<file path="src/rtl/nfcs_pkg.sv">
package nfcs_pkg;

  localparam logic [1:0] OP_PROGRAM = 2'd0;
  localparam logic [1:0] OP_ERASE   = 2'd1;
  localparam logic [1:0] OP_STATUS  = 2'd2;
  localparam logic [1:0] OP_BLANK   = 2'd3;

  localparam logic [1:0] KIND_WRITE = 2'd0;
  localparam logic [1:0] KIND_READ  = 2'd1;
  localparam logic [1:0] KIND_DONE  = 2'd2;

  localparam int MAX_RES = 7;
  localparam int CNT_W   = 3;

  localparam logic [15:0] CMD_UNLOCK1 = 16'h00AA;
  localparam logic [15:0] CMD_UNLOCK2 = 16'h0055;
  localparam logic [15:0] CMD_PROGRAM = 16'h00A0;
  localparam logic [15:0] CMD_ERASE   = 16'h0080;
  localparam logic [15:0] CMD_SECT_V0 = 16'h0050;
  localparam logic [15:0] CMD_SECT_V1 = 16'h0030;
  localparam logic [15:0] ERASED_WORD = 16'hFFFF;

  localparam logic [15:0] UNLOCK1_V0 = 16'h0555;
  localparam logic [15:0] UNLOCK2_V0 = 16'h02AA;
  localparam logic [15:0] UNLOCK1_V1 = 16'h5555;
  localparam logic [15:0] UNLOCK2_V1 = 16'h2AAA;

  localparam int TOGGLE_BIT = 6;

  localparam logic [1:0] REG_CHIP_VARIANT = 2'd0;

  typedef struct packed {
    logic             load;
    logic [CNT_W-1:0] count;
  } nfcs_load_t;

endpackage

</file>
<file path="src/rtl/nfcs_in_if.sv">
interface nfcs_in_if #(
  parameter int ADDR_BITS = 21
);
  logic                 valid;
  logic                 ready;
  logic [1:0]           op;
  logic [ADDR_BITS-1:0] address;
  logic [15:0]          data;

  modport source (output valid, output op, output address, output data, input ready);
  modport sink (input valid, input op, input address, input data, output ready);
endinterface

</file>
<file path="src/rtl/nfcs_out_if.sv">
interface nfcs_out_if #(
  parameter int ADDR_BITS = 21
);
  logic                 valid;
  logic                 ready;
  logic [1:0]           kind;
  logic [ADDR_BITS-1:0] bus_address;
  logic [15:0]          bus_data;
  logic                 success;
  logic                 last;

  modport source (output valid, output kind, output bus_address, output bus_data,
                  output success, output last, input ready);
  modport sink (input valid, input kind, input bus_address, input bus_data,
                input success, input last, output ready);
endinterface

</file>
<file path="src/rtl/nfcs_step.sv">
module nfcs_step #(
  parameter int SECTOR_WORDS = 2048,
  parameter int ADDR_BITS    = 21
) (
  input  logic                                               clk,
  input  logic                                               rst_n,
  input  logic                                               in_fire,
  input  logic [1:0]                                         in_op,
  input  logic [ADDR_BITS-1:0]                               in_address,
  input  logic [15:0]                                        in_data,
  input  logic                                               chip_variant,
  input  logic                                               buf_free,
  output logic                                               in_ready,
  output nfcs_pkg::nfcs_load_t                               load,
  output logic [nfcs_pkg::MAX_RES-1:0][ADDR_BITS+19:0]       res
);

  localparam int IDX_W = $clog2(SECTOR_WORDS + 1);
  localparam int SUM_W = (IDX_W > ADDR_BITS) ? IDX_W : ADDR_BITS;

  typedef enum logic [2:0] {
    PH_IDLE,
    PH_POLL_FIRST,
    PH_POLL_LOOP,
    PH_CONF_A,
    PH_CONF_B,
    PH_BLANK
  } phase_t;

  typedef struct packed {
    logic [1:0]           kind;
    logic [ADDR_BITS-1:0] addr;
    logic [15:0]          data;
    logic                 ok;
    logic                 last;
  } res_t;

  function automatic res_t mk(input logic [1:0] k, input logic [ADDR_BITS-1:0] a,
                              input logic [15:0] d, input logic ok, input logic lst);
    res_t r;
    r.kind = k;
    r.addr = a;
    r.data = d;
    r.ok   = ok;
    r.last = lst;
    return r;
  endfunction

  logic                 s1_valid_r;
  logic [1:0]           s1_op_r;
  logic [ADDR_BITS-1:0] s1_addr_r;
  logic [15:0]          s1_data_r;

  phase_t               phase_r, phase_nxt;
  logic                 is_erase_r, is_erase_nxt;
  logic                 old_toggle_r, old_toggle_nxt;
  logic                 confirm_toggle_r, confirm_toggle_nxt;
  logic [ADDR_BITS-1:0] sector_base_r, sector_base_nxt;
  logic [IDX_W-1:0]     blank_index_r, blank_index_nxt;

  logic                 adv;
  logic                 tbit;
  logic [ADDR_BITS-1:0] u1, u2, zero_addr;
  logic [15:0]          sect_code;
  logic [IDX_W-1:0]     idx_inc;
  logic [SUM_W-1:0]     blank_sum;
  res_t                 res_c [nfcs_pkg::MAX_RES];
  logic [nfcs_pkg::CNT_W-1:0] n_c;

  assign adv      = s1_valid_r && buf_free;
  assign in_ready = !s1_valid_r || adv;

  assign tbit      = s1_data_r[nfcs_pkg::TOGGLE_BIT];
  assign u1        = chip_variant ? ADDR_BITS'(nfcs_pkg::UNLOCK1_V1)
                                  : ADDR_BITS'(nfcs_pkg::UNLOCK1_V0);
  assign u2        = chip_variant ? ADDR_BITS'(nfcs_pkg::UNLOCK2_V1)
                                  : ADDR_BITS'(nfcs_pkg::UNLOCK2_V0);
  assign sect_code = chip_variant ? nfcs_pkg::CMD_SECT_V1 : nfcs_pkg::CMD_SECT_V0;
  assign zero_addr = '0;
  assign idx_inc   = blank_index_r + 1'b1;
  assign blank_sum = SUM_W'(sector_base_r) + SUM_W'(idx_inc);

  always_comb begin
    phase_nxt          = phase_r;
    is_erase_nxt       = is_erase_r;
    old_toggle_nxt     = old_toggle_r;
    confirm_toggle_nxt = confirm_toggle_r;
    sector_base_nxt    = sector_base_r;
    blank_index_nxt    = blank_index_r;
    n_c                = '0;
    for (int i = 0; i < nfcs_pkg::MAX_RES; i++) begin
      res_c[i] = '0;
    end
    unique case (s1_op_r)
      nfcs_pkg::OP_PROGRAM, nfcs_pkg::OP_ERASE: begin
        if (phase_r == PH_IDLE) begin
          res_c[0] = mk(nfcs_pkg::KIND_WRITE, u1, nfcs_pkg::CMD_UNLOCK1, 1'b0, 1'b0);
          res_c[1] = mk(nfcs_pkg::KIND_WRITE, u2, nfcs_pkg::CMD_UNLOCK2, 1'b0, 1'b0);
          phase_nxt = PH_POLL_FIRST;
          if (s1_op_r == nfcs_pkg::OP_PROGRAM) begin
            res_c[2] = mk(nfcs_pkg::KIND_WRITE, u1, nfcs_pkg::CMD_PROGRAM, 1'b0, 1'b0);
            res_c[3] = mk(nfcs_pkg::KIND_WRITE, s1_addr_r, s1_data_r, 1'b0, 1'b0);
            res_c[4] = mk(nfcs_pkg::KIND_READ, zero_addr, 16'd0, 1'b0, 1'b1);
            n_c          = nfcs_pkg::CNT_W'(5);
            is_erase_nxt = 1'b0;
          end else begin
            res_c[2] = mk(nfcs_pkg::KIND_WRITE, u1, nfcs_pkg::CMD_ERASE, 1'b0, 1'b0);
            res_c[3] = mk(nfcs_pkg::KIND_WRITE, u1, nfcs_pkg::CMD_UNLOCK1, 1'b0, 1'b0);
            res_c[4] = mk(nfcs_pkg::KIND_WRITE, u2, nfcs_pkg::CMD_UNLOCK2, 1'b0, 1'b0);
            res_c[5] = mk(nfcs_pkg::KIND_WRITE, s1_addr_r, sect_code, 1'b0, 1'b0);
            res_c[6] = mk(nfcs_pkg::KIND_READ, zero_addr, 16'd0, 1'b0, 1'b1);
            n_c             = nfcs_pkg::CNT_W'(7);
            is_erase_nxt    = 1'b1;
            sector_base_nxt = s1_addr_r;
          end
        end
      end
      nfcs_pkg::OP_STATUS: begin
        res_c[0] = mk(nfcs_pkg::KIND_READ, zero_addr, 16'd0, 1'b0, 1'b1);
        unique case (phase_r)
          PH_POLL_FIRST: begin
            old_toggle_nxt = tbit;
            phase_nxt      = PH_POLL_LOOP;
            n_c            = nfcs_pkg::CNT_W'(1);
          end
          PH_POLL_LOOP: begin
            if (tbit == old_toggle_r) begin
              phase_nxt = PH_CONF_A;
            end else begin
              old_toggle_nxt = tbit;
            end
            n_c = nfcs_pkg::CNT_W'(1);
          end
          PH_CONF_A: begin
            confirm_toggle_nxt = tbit;
            phase_nxt          = PH_CONF_B;
            n_c                = nfcs_pkg::CNT_W'(1);
          end
          PH_CONF_B: begin
            old_toggle_nxt = tbit;
            n_c            = nfcs_pkg::CNT_W'(1);
            if (tbit == confirm_toggle_r) begin
              if (!is_erase_r) begin
                phase_nxt = PH_IDLE;
                res_c[0]  = mk(nfcs_pkg::KIND_DONE, zero_addr, 16'd0, 1'b1, 1'b1);
              end else begin
                blank_index_nxt = '0;
                phase_nxt       = PH_BLANK;
                res_c[0] = mk(nfcs_pkg::KIND_READ, sector_base_r, 16'd0, 1'b0, 1'b1);
              end
            end else begin
              phase_nxt = PH_POLL_LOOP;
            end
          end
          default: begin
            res_c[0] = '0;
          end
        endcase
      end
      nfcs_pkg::OP_BLANK: begin
        if (phase_r == PH_BLANK) begin
          n_c = nfcs_pkg::CNT_W'(1);
          if (s1_data_r != nfcs_pkg::ERASED_WORD) begin
            phase_nxt = PH_IDLE;
            res_c[0]  = mk(nfcs_pkg::KIND_DONE, zero_addr, 16'd0, 1'b0, 1'b1);
          end else begin
            blank_index_nxt = idx_inc;
            if (idx_inc >= IDX_W'(SECTOR_WORDS)) begin
              phase_nxt = PH_IDLE;
              res_c[0]  = mk(nfcs_pkg::KIND_DONE, zero_addr, 16'd0, 1'b1, 1'b1);
            end else begin
              res_c[0] = mk(nfcs_pkg::KIND_READ, blank_sum[ADDR_BITS-1:0], 16'd0,
                            1'b0, 1'b1);
            end
          end
        end
      end
    endcase
  end

  always_comb begin
    load.load  = adv;
    load.count = n_c;
    for (int i = 0; i < nfcs_pkg::MAX_RES; i++) begin
      res[i] = res_c[i];
    end
  end

  always_ff @(posedge clk) begin
    if (!rst_n) begin
      s1_valid_r       <= 1'b0;
      phase_r          <= PH_IDLE;
      is_erase_r       <= 1'b0;
      old_toggle_r     <= 1'b0;
      confirm_toggle_r <= 1'b0;
      sector_base_r    <= '0;
      blank_index_r    <= '0;
    end else begin
      if (in_fire) begin
        s1_valid_r <= 1'b1;
      end else if (adv) begin
        s1_valid_r <= 1'b0;
      end
      if (adv) begin
        phase_r          <= phase_nxt;
        is_erase_r       <= is_erase_nxt;
        old_toggle_r     <= old_toggle_nxt;
        confirm_toggle_r <= confirm_toggle_nxt;
        sector_base_r    <= sector_base_nxt;
        blank_index_r    <= blank_index_nxt;
      end
    end
  end

  always_ff @(posedge clk) begin
    if (!rst_n) begin
      s1_op_r <= nfcs_pkg::OP_STATUS;
    end else if (in_fire) begin
      s1_op_r <= in_op;
    end
  end

  always_ff @(posedge clk) begin
    if (in_fire) begin
      s1_addr_r <= in_address;
      s1_data_r <= in_data;
    end
  end

endmodule

</file>
<file path="src/rtl/nfcs_emit.sv">
module nfcs_emit #(
  parameter int ADDR_BITS = 21
) (
  input  logic                                         clk,
  input  logic                                         rst_n,
  input  nfcs_pkg::nfcs_load_t                         load,
  input  logic [nfcs_pkg::MAX_RES-1:0][ADDR_BITS+19:0] res,
  input  logic                                         out_ready,
  output logic                                         buf_free,
  output logic                                         out_valid,
  output logic [1:0]                                   out_kind,
  output logic [ADDR_BITS-1:0]                         out_bus_address,
  output logic [15:0]                                  out_bus_data,
  output logic                                         out_success,
  output logic                                         out_last
);

  localparam int RES_W = ADDR_BITS + 20;

  typedef struct packed {
    logic [1:0]           kind;
    logic [ADDR_BITS-1:0] addr;
    logic [15:0]          data;
    logic                 ok;
    logic                 last;
  } res_t;

  logic [RES_W-1:0]           buf_r [nfcs_pkg::MAX_RES];
  logic [nfcs_pkg::CNT_W-1:0] cnt_r;
  logic                       pop;
  res_t                       head;

  assign pop       = out_valid && out_ready;
  assign out_valid = (cnt_r != '0);
  assign buf_free  = (cnt_r == '0) || ((cnt_r == nfcs_pkg::CNT_W'(1)) && out_ready);
  assign head      = buf_r[0];

  assign out_kind        = head.kind;
  assign out_bus_address = head.addr;
  assign out_bus_data    = head.data;
  assign out_success     = head.ok;
  assign out_last        = head.last;

  always_ff @(posedge clk) begin
    if (!rst_n) begin
      cnt_r <= '0;
    end else if (load.load) begin
      cnt_r <= load.count;
    end else if (pop) begin
      cnt_r <= cnt_r - 1'b1;
    end
  end

  always_ff @(posedge clk) begin
    if (load.load) begin
      for (int i = 0; i < nfcs_pkg::MAX_RES; i++) begin
        buf_r[i] <= res[i];
      end
    end else if (pop) begin
      for (int i = 0; i < nfcs_pkg::MAX_RES - 1; i++) begin
        buf_r[i] <= buf_r[i+1];
      end
    end
  end

endmodule

</file>
<file path="src/rtl/nor_flash_command_sequencer_core.sv">
// Channel  Dir  Beat contents
// in_ch    in   op, address, data (one request or one read-back word)
// out_ch   out  kind, bus_address, bus_data, success, last (one bus action)
// cfg      in   APB register port, chip_variant at byte address 0
//
// An accepted beat waits in the input register until the buffer is free, then its results
// load the result buffer, which sends one result per cycle while out_ch is ready.
// An erase item started in idle causes 7 results, a program item 5, others at most 1.
// A new beat is taken every cycle while items cause one result each and out_ch is ready.
// Reset is synchronous and active low; it clears the sequencer state.
// A stall on out_ch holds the buffer and then the input register.
module nor_flash_command_sequencer_core #(
  parameter int SECTOR_WORDS = 2048,
  parameter int ADDR_BITS    = 21
) (
  input  logic              clk,
  input  logic              rst_n,
  nfcs_in_if.sink           in_ch,
  nfcs_out_if.source        out_ch,
  input  logic              psel,
  input  logic              penable,
  input  logic              pwrite,
  input  logic [2:0]        paddr,
  input  logic [31:0]       pwdata,
  output logic [31:0]       prdata,
  output logic              pready
);

  logic                                         chip_variant_r;
  logic                                         in_fire;
  logic                                         in_ready;
  logic                                         buf_free;
  nfcs_pkg::nfcs_load_t                         load;
  logic [nfcs_pkg::MAX_RES-1:0][ADDR_BITS+19:0] res;

  assign pready      = 1'b1;
  assign in_ch.ready = in_ready;
  assign in_fire     = in_ch.valid && in_ready;

  always_comb begin
    prdata = '0;
    if ({1'b0, paddr[2]} == nfcs_pkg::REG_CHIP_VARIANT) begin
      prdata = {31'd0, chip_variant_r};
    end
  end

  always_ff @(posedge clk) begin
    if (!rst_n) begin
      chip_variant_r <= 1'b0;
    end else if (psel && penable && pwrite && pready &&
                 ({1'b0, paddr[2]} == nfcs_pkg::REG_CHIP_VARIANT)) begin
      chip_variant_r <= pwdata[0];
    end
  end

  nfcs_step #(
    .SECTOR_WORDS (SECTOR_WORDS),
    .ADDR_BITS    (ADDR_BITS)
  ) u_step (
    .clk          (clk),
    .rst_n        (rst_n),
    .in_fire      (in_fire),
    .in_op        (in_ch.op),
    .in_address   (in_ch.address),
    .in_data      (in_ch.data),
    .chip_variant (chip_variant_r),
    .buf_free     (buf_free),
    .in_ready     (in_ready),
    .load         (load),
    .res          (res)
  );

  nfcs_emit #(
    .ADDR_BITS (ADDR_BITS)
  ) u_emit (
    .clk             (clk),
    .rst_n           (rst_n),
    .load            (load),
    .res             (res),
    .out_ready       (out_ch.ready),
    .buf_free        (buf_free),
    .out_valid       (out_ch.valid),
    .out_kind        (out_ch.kind),
    .out_bus_address (out_ch.bus_address),
    .out_bus_data    (out_ch.bus_data),
    .out_success     (out_ch.success),
    .out_last        (out_ch.last)
  );

endmodule

</file>
<file path="src/flat_wrapper.sv">
// flat-port wrapper written by rule: the top's interface ports become plain ports
module nor_flash_command_sequencer_core_flat 
#(
  parameter int SECTOR_WORDS = 2048,
  parameter int ADDR_BITS    = 21
)
  (clk, rst_n, psel, penable, pwrite, paddr, pwdata, prdata, pready, in_ch_valid, in_ch_op, in_ch_address, in_ch_data, in_ch_ready, out_ch_valid, out_ch_kind, out_ch_bus_address, out_ch_bus_data, out_ch_success, out_ch_last, out_ch_ready);
  nfcs_in_if #(.ADDR_BITS(ADDR_BITS)) in_ch_i ();
  nfcs_out_if #(.ADDR_BITS(ADDR_BITS)) out_ch_i ();
  input  logic clk;
  input  logic rst_n;
  input  logic psel;
  input  logic penable;
  input  logic pwrite;
  input  logic [2:0] paddr;
  input  logic [31:0] pwdata;
  output logic [31:0] prdata;
  output logic pready;
  input wire logic [$bits(in_ch_i.valid)-1:0] in_ch_valid;
  input wire logic [$bits(in_ch_i.op)-1:0] in_ch_op;
  input wire logic [$bits(in_ch_i.address)-1:0] in_ch_address;
  input wire logic [$bits(in_ch_i.data)-1:0] in_ch_data;
  output wire logic [$bits(in_ch_i.ready)-1:0] in_ch_ready;
  output wire logic [$bits(out_ch_i.valid)-1:0] out_ch_valid;
  output wire logic [$bits(out_ch_i.kind)-1:0] out_ch_kind;
  output wire logic [$bits(out_ch_i.bus_address)-1:0] out_ch_bus_address;
  output wire logic [$bits(out_ch_i.bus_data)-1:0] out_ch_bus_data;
  output wire logic [$bits(out_ch_i.success)-1:0] out_ch_success;
  output wire logic [$bits(out_ch_i.last)-1:0] out_ch_last;
  input wire logic [$bits(out_ch_i.ready)-1:0] out_ch_ready;
  assign in_ch_i.valid = in_ch_valid;
  assign in_ch_i.op = in_ch_op;
  assign in_ch_i.address = in_ch_address;
  assign in_ch_i.data = in_ch_data;
  assign in_ch_ready = in_ch_i.ready;
  assign out_ch_valid = out_ch_i.valid;
  assign out_ch_kind = out_ch_i.kind;
  assign out_ch_bus_address = out_ch_i.bus_address;
  assign out_ch_bus_data = out_ch_i.bus_data;
  assign out_ch_success = out_ch_i.success;
  assign out_ch_last = out_ch_i.last;
  assign out_ch_i.ready = out_ch_ready;
  nor_flash_command_sequencer_core #(.SECTOR_WORDS(SECTOR_WORDS), .ADDR_BITS(ADDR_BITS)) u_core (.clk(clk), .rst_n(rst_n), .in_ch(in_ch_i), .out_ch(out_ch_i), .psel(psel), .penable(penable), .pwrite(pwrite), .paddr(paddr), .pwdata(pwdata), .prdata(prdata), .pready(pready));
endmodule
</file>
<file path="config.mk">
export PLATFORM = sky130hd
export DESIGN_NAME = nor_flash_command_sequencer_core_flat
export DESIGN_NICKNAME = d
export VERILOG_FILES = /design/src/rtl/nfcs_pkg.sv /design/src/rtl/nfcs_in_if.sv /design/src/rtl/nfcs_out_if.sv /design/src/rtl/nfcs_step.sv /design/src/rtl/nfcs_emit.sv /design/src/rtl/nor_flash_command_sequencer_core.sv /design/src/flat_wrapper.sv
export SDC_FILE = /design/constraint.sdc
export NUM_CORES = 1
export LEC_CHECK = 0
export BUFFER_PORTS_ARGS = -buffer_cell sky130_fd_sc_hd__buf_2
export CAP_MARGIN = 20
export CORE_UTILIZATION = 66
export CTS_BUF_LIST = sky130_fd_sc_hd__clkbuf_16
export DETAILED_ROUTE_END_ITERATION = 12
export GPL_ROUTABILITY_DRIVEN = 0
export PLACE_DENSITY_LB_ADDON = 0.15
export RECOVER_POWER = 25
export REMOVE_ABC_BUFFERS = 1
export SLEW_MARGIN = 15
export SYNTH_ARGS = -nofsm -noshare
export SYNTH_HDL_FRONTEND = slang
export SYNTH_HIERARCHICAL = 1
export SYNTH_SLANG_ARGS = --single-unit
</file>
<file path="constraint.sdc">
create_clock -name clk -period 19.5 [get_ports clk]
set_input_delay 3.9 -clock clk [delete_from_list [all_inputs] [get_ports clk]]
set_output_delay 3.9 -clock clk [all_outputs]
set_load 0.02 [all_outputs]
</file>
# After elaboration in Yosys (flattened, before gate mapping)
# Memory sizes are Yosys's and may differ from the RTL's.
# Index checks and enable logic that the tools add are counted.
# Widths: inputs -> output; s select.
# classes
addsub,3
bitwise_logic,8
n_eq_ne,22
n_div,0
mul,0
n_reduce_logical,28
n_lt_le_gt_ge,1
mux,53
n_shift,0
# ops
cell,n
$mux 41,11
$mux 279,1
$mux 246,1
$pmux 41 s3,1
$mux 90,1
$pmux 41 s2,1
$mux 80,1
$mux 12,5
$mux 3,10
$pmux 12 s2,1
$add 21x12->21,1
$pmux 3 s3,2
$ne 16x16->1 const B,1
$mux 15,1
$mux 14,1
$ne 2x2->1 const B,7
$add 12x1->12 const B,1
$ge 12x12->1 const B,1
$mux 1,12
$pmux 3 s4,1
$reduce_and 4->1,2
$reduce_bool 2->1,4
$logic_and 1x1->1,7
$mux 7,1
other kinds (24),40
# totals
rom_bits,0
memories,1
elab_cells,128
regBits,83
ramBits,287
latch_bits,0
# memory_table
memory,depth,width,rd,rd_clocked_by_memory_dff,wr,line,rtl
u_core.u_emit.buf_r,7,41,7,0,7,nfcs_emit.sv:28,logic [RES_W-1:0] buf_r [nfcs_pkg::MAX_RES];

# Depth between registers and ports, before layout
# logic_depth
ltp_word,7
depth_mapped,12

# By module
# The synthesis kept the hierarchy.
# by_module_without_submodules
module,instances,area_per_inst_um2,cells_each,seq_area_each_um2
nfcs_emit,1,13116.3,628,8678.3
nfcs_step,1,6371.1,766,1951.9
nor_flash_command_sequencer_core,1,321.6,41,20.0

# Worst setup path after synthesis
# Ideal clock, no wire load.
# synth_path
kind,input to register
start,in out_ch_ready
end,"mem u_core/u_emit/buf_r[0][0] (netlist bit), enable pin"
stages,7
arrival_ps,8728
setup_slack_ps,8875
setup_time_ps,1897
cell_sequence,a21oi_1 > nor2_1 > nand2_1 > inv_1 > buf_4 > inv_1 > nand2_1
# synth_rtl
element,line,rtl
from (decl),flat_wrapper.sv:30,input wire logic [$bits(out_ch_i.ready)-1:0] out_ch_ready;
to (decl),nfcs_emit.sv:28,

# Final worst setup path
# layout_path
start,in out_ch_ready
end,out in_ch_ready
# layout_via
elab_chain_cells,4
# layout_lines
element,line,rtl
$logic_and 1x1->1,nfcs_emit.sv:35,assign buf_free = (cnt_r == '0) || ((cnt_r == nfcs_pkg::CNT_W'(1)) && out_ready);
$logic_or 1x1->1,nfcs_emit.sv:35,
net u_core.buf_free,nor_flash_command_sequencer_core.sv:32,logic buf_free;
$logic_and 1x1->1,nfcs_step.sv:70,assign adv = s1_valid_r && buf_free;
$logic_or 1x1->1,nfcs_step.sv:71,assign in_ready = !s1_valid_r || adv;
to (decl),flat_wrapper.sv:23,output wire logic [$bits(in_ch_i.ready)-1:0] in_ch_ready;
# The timed path passes the listed nets, and every way through them passes these cells.

==> out/results.txt <==
Sw frac: 29.17%
Most common cell in the netlist: edfxtp_1
Global route overflow: 0
CP Class: in -> out
Post-Syn Area: 19,810 um2
Vias in the first global route: 9,524
First-pass GRT wire length: 49,860 um
Yosys reg bits: 370
DP HPWL: 19,000 um
Placed cell count: 1,791
Hold Path Class: reg -> reg
Seq/Total Area, Yosys: 53.76%
Fin. max-slew vios: 179
Fill count: 2,085
Type of destination of the critical path: output port
Layout area overhead: 1.933%
Status: complete, but fails checks
CORE AREA: 29,560 um2
Slew headroom: -94.75%
Hold WS: 0.5046 ns
Final #Nets: 1,544
Worst-Margin Slew: 2.921 ns
Top post-synthesis cells by area: edfxtp_1 (49%), mux2_4 (18%), buf_4 (10%)
Site Rows: 63
R2r worst-path depth: 10
Syn Area/Cell: 13.80 um2
Clk_skew: 0.01361 ns
Die Area: 30,710 um2
VDD IR max: 0.00008242 V
Worst Path Required: 15.60 ns
Residual DRC: 0
CTS buffer count: 39
Buffers on Ports: 91
Clk buf depth: 3
Die Wd: 175.2 um
IO Pins: 157
Synth top cells by count: edfxtp_1 (324), buf_4 (272), mux2_4 (240), nand2_1 (101), nor2_1 (48)
Total power: 2.997 mW
CP startpoint kind: primary input
Arr. time, crit path: 4.79 ns
Share of total power in combinational logic: 30.3%
Design area: 20,190 um2
Post-cts resize count: 0
Worst R2R Setup Slack: 14.35 ns
Hold Fails Final Rpt: 0
Post-Route Utilization: 68.31%
Top-area cell type share of the netlist area: 49.12%
Clk sinks: 370
Largest net degree at the start of global routing: 80
RSZ-0062 raised after global routing: no
P_sw: 0.8743 mW
Fin crit period: 8.685 ns
Reg clk slew, reported paths: 0.06 ns
Flop pwr share: 47.0%
CTS tree: yes
Share of cells above drive strength 1: 25.08%
Setup TNS Final: 0 ns
Clk_lat worst skew: 0.52 ns
Part of the cycle the worst path needs: 44.54%
Antenna diodes: 0
Reg2reg end: u_core/u_step/sector_base_r[18]$_SDFFE_PN0P_
DP Worst Slack: 10.97 ns
Post-synth top area cell: edfxtp_1
# Post-CTS Setup Buffers: 0
DRT Pass-1 Iters: 5
F_max: 0.1151 GHz
Max-Cap Viols: 4
Placed Area: 19,080 um2
Non-Filler Instances: 1,861
Pwr Density: 148.4 nW/um2
Crit-path max FO: 7
Initial antenna violation count: 0
GR Util All Layers: 20.74%
Hold_buf cts: 0
CTS root buffer: clkbuf_16
HP Start: u_core/u_step/sector_base_r[2]$_SDFFE_PN0P_
Drt via density: 5.269
Syn. warnings: 6
Drt wl/cell: 16.93 um
DR iter-0 viols: 748
Post-synth top flop: edfxtp_1
P_int: 2.123 mW
Antenna-violating nets left: 0
Worst r2r src: u_core/u_emit/cnt_r[0]$_SDFFE_PN0P_
Synth unique cells: 74
Ys async rst share: 0%
Leakage Power: 8.519 nW
Post-synth EDFFs: 324
Synth Instances: 1,435
Vias: 9,806
H-Tree Depth: 2
Initial Util: 67.01%
Setup ws final: 10.81 ns
# setup viols final: 0
Die height: 175.2 um
Clock network fraction of total power: 22.6%
Hold path depth: 2
Violated checks: max-capacitance violations, max-slew violations
Worst Hold End: u_core/u_step/sector_base_r[2]$_SDFFE_PN0P_
Drt total wl: 31,510 um
==> critical path, cell delays in order <==
cell      delay [ns]
clkbuf_1        0.25
a21oi_1         0.12
nor2_1          0.14
nand2b_1        0.19
buf_2           0.19
==> worst max-delay path by stage <==
stage	start	to	slack, ns	depth (start not counted)
CTS	out_ch_ready	in_ch_ready	10.96	5
global route	out_ch_ready	in_ch_ready	10.71	5
finish	out_ch_ready	in_ch_ready	10.81	5
global placement	out_ch_ready	in_ch_ready	10.97	5
detailed placement	out_ch_ready	in_ch_ready	10.97	5
floorplan	out_ch_ready	u_core/u_emit/buf_r[0][0]$_DFFE_PP_	7.14	7
==> power by group through the flow <==
stage | logic, mW | registers [mW] | clock network (mW)
CTS | 0.929 | 1.41 | 0.694
finish | 0.909 | 1.41 | 0.678
global route | 0.973 | 1.44 | 0.727
detailed placement | 0.926 | 1.42 | 0
global placement | 0.907 | 1.41 | 0
floorplan | 0.934 | 1.53 | 0
==> routing by layer <==
metal  track usage, %  vias to the layer above  wire length (um)  share of wire, %
met2            34.39                      268             15220                48
li1                 -                     4725                 -                 -
met3            3.046                       61              1502               4.8
met1            28.27                     4752             13980                44
met4            6.449                        0               808               2.6
met5                0                        -                 0                 0
==> state kept, by name, indices dropped and copies added, names as in the netlist <==
signal	flops
u_core/u_step/sector_base_r	21
u_core/u_emit/cnt_r	3
u_core/u_step/s1_addr_r	21
u_core/u_step/old_toggle_r	1
u_core/u_step/s1_op_r	2
u_core/u_step/confirm_toggle_r	1
u_core/u_step/blank_index_r	12
u_core/u_step/s1_valid_r	1
u_core/u_step/phase_r	3
u_core/chip_variant_r	1
u_core/u_step/is_erase_r	1
u_core/u_emit/buf_r	287
u_core/u_step/s1_data_r	16
==> cell usage in the layout (no fill, tap or decap), types with 29 or more instances in the layout <==
cell type / synthesis / final
conb_1: 3 / 193
a21boi_0: 29 / 29
nor2_1: 48 / 48
nand2_1: 101 / 100
inv_1: 24 / 34
and3_1: 30 / 30
clkbuf_16: 0 / 39
mux2_4: 240 / 240
dfxtp_1: 46 / 46
clkbuf_1: 17 / 49
edfxtp_1: 324 / 324
o21ai_0: 29 / 29
buf_2: 5 / 45
==> cell families (layout without fill, tap and decap cells) <==
group	after synthesis	after routing	synth area share, %
flip-flops	370	370	53.76
AO/OA/AOI/OAI	131	131	4.510
buffers and inverters	352	198	13.08
XOR/XNOR	19	19	0.8780
adder cells (fa/ha/maj)	20	20	1.301
multiplexers	252	252	18.84
AND/OR/NAND/NOR	288	288	7.573
other	3	193	0.05684
==> final cells by class <==
cell class	count	area, um2	share of cell area, %
clock buffers	39	975.9	4.833
clock inverters	30	178.9	0.8861
inverters	24	90.09	0.4462
multi-input cells	903	7297	36.14
flip-flops and latches	370	10650	52.74
well taps	390	488.0	2.417
repair buffers	105	511.7	2.534
Note: power is estimated with default switching activity, not from simulation.
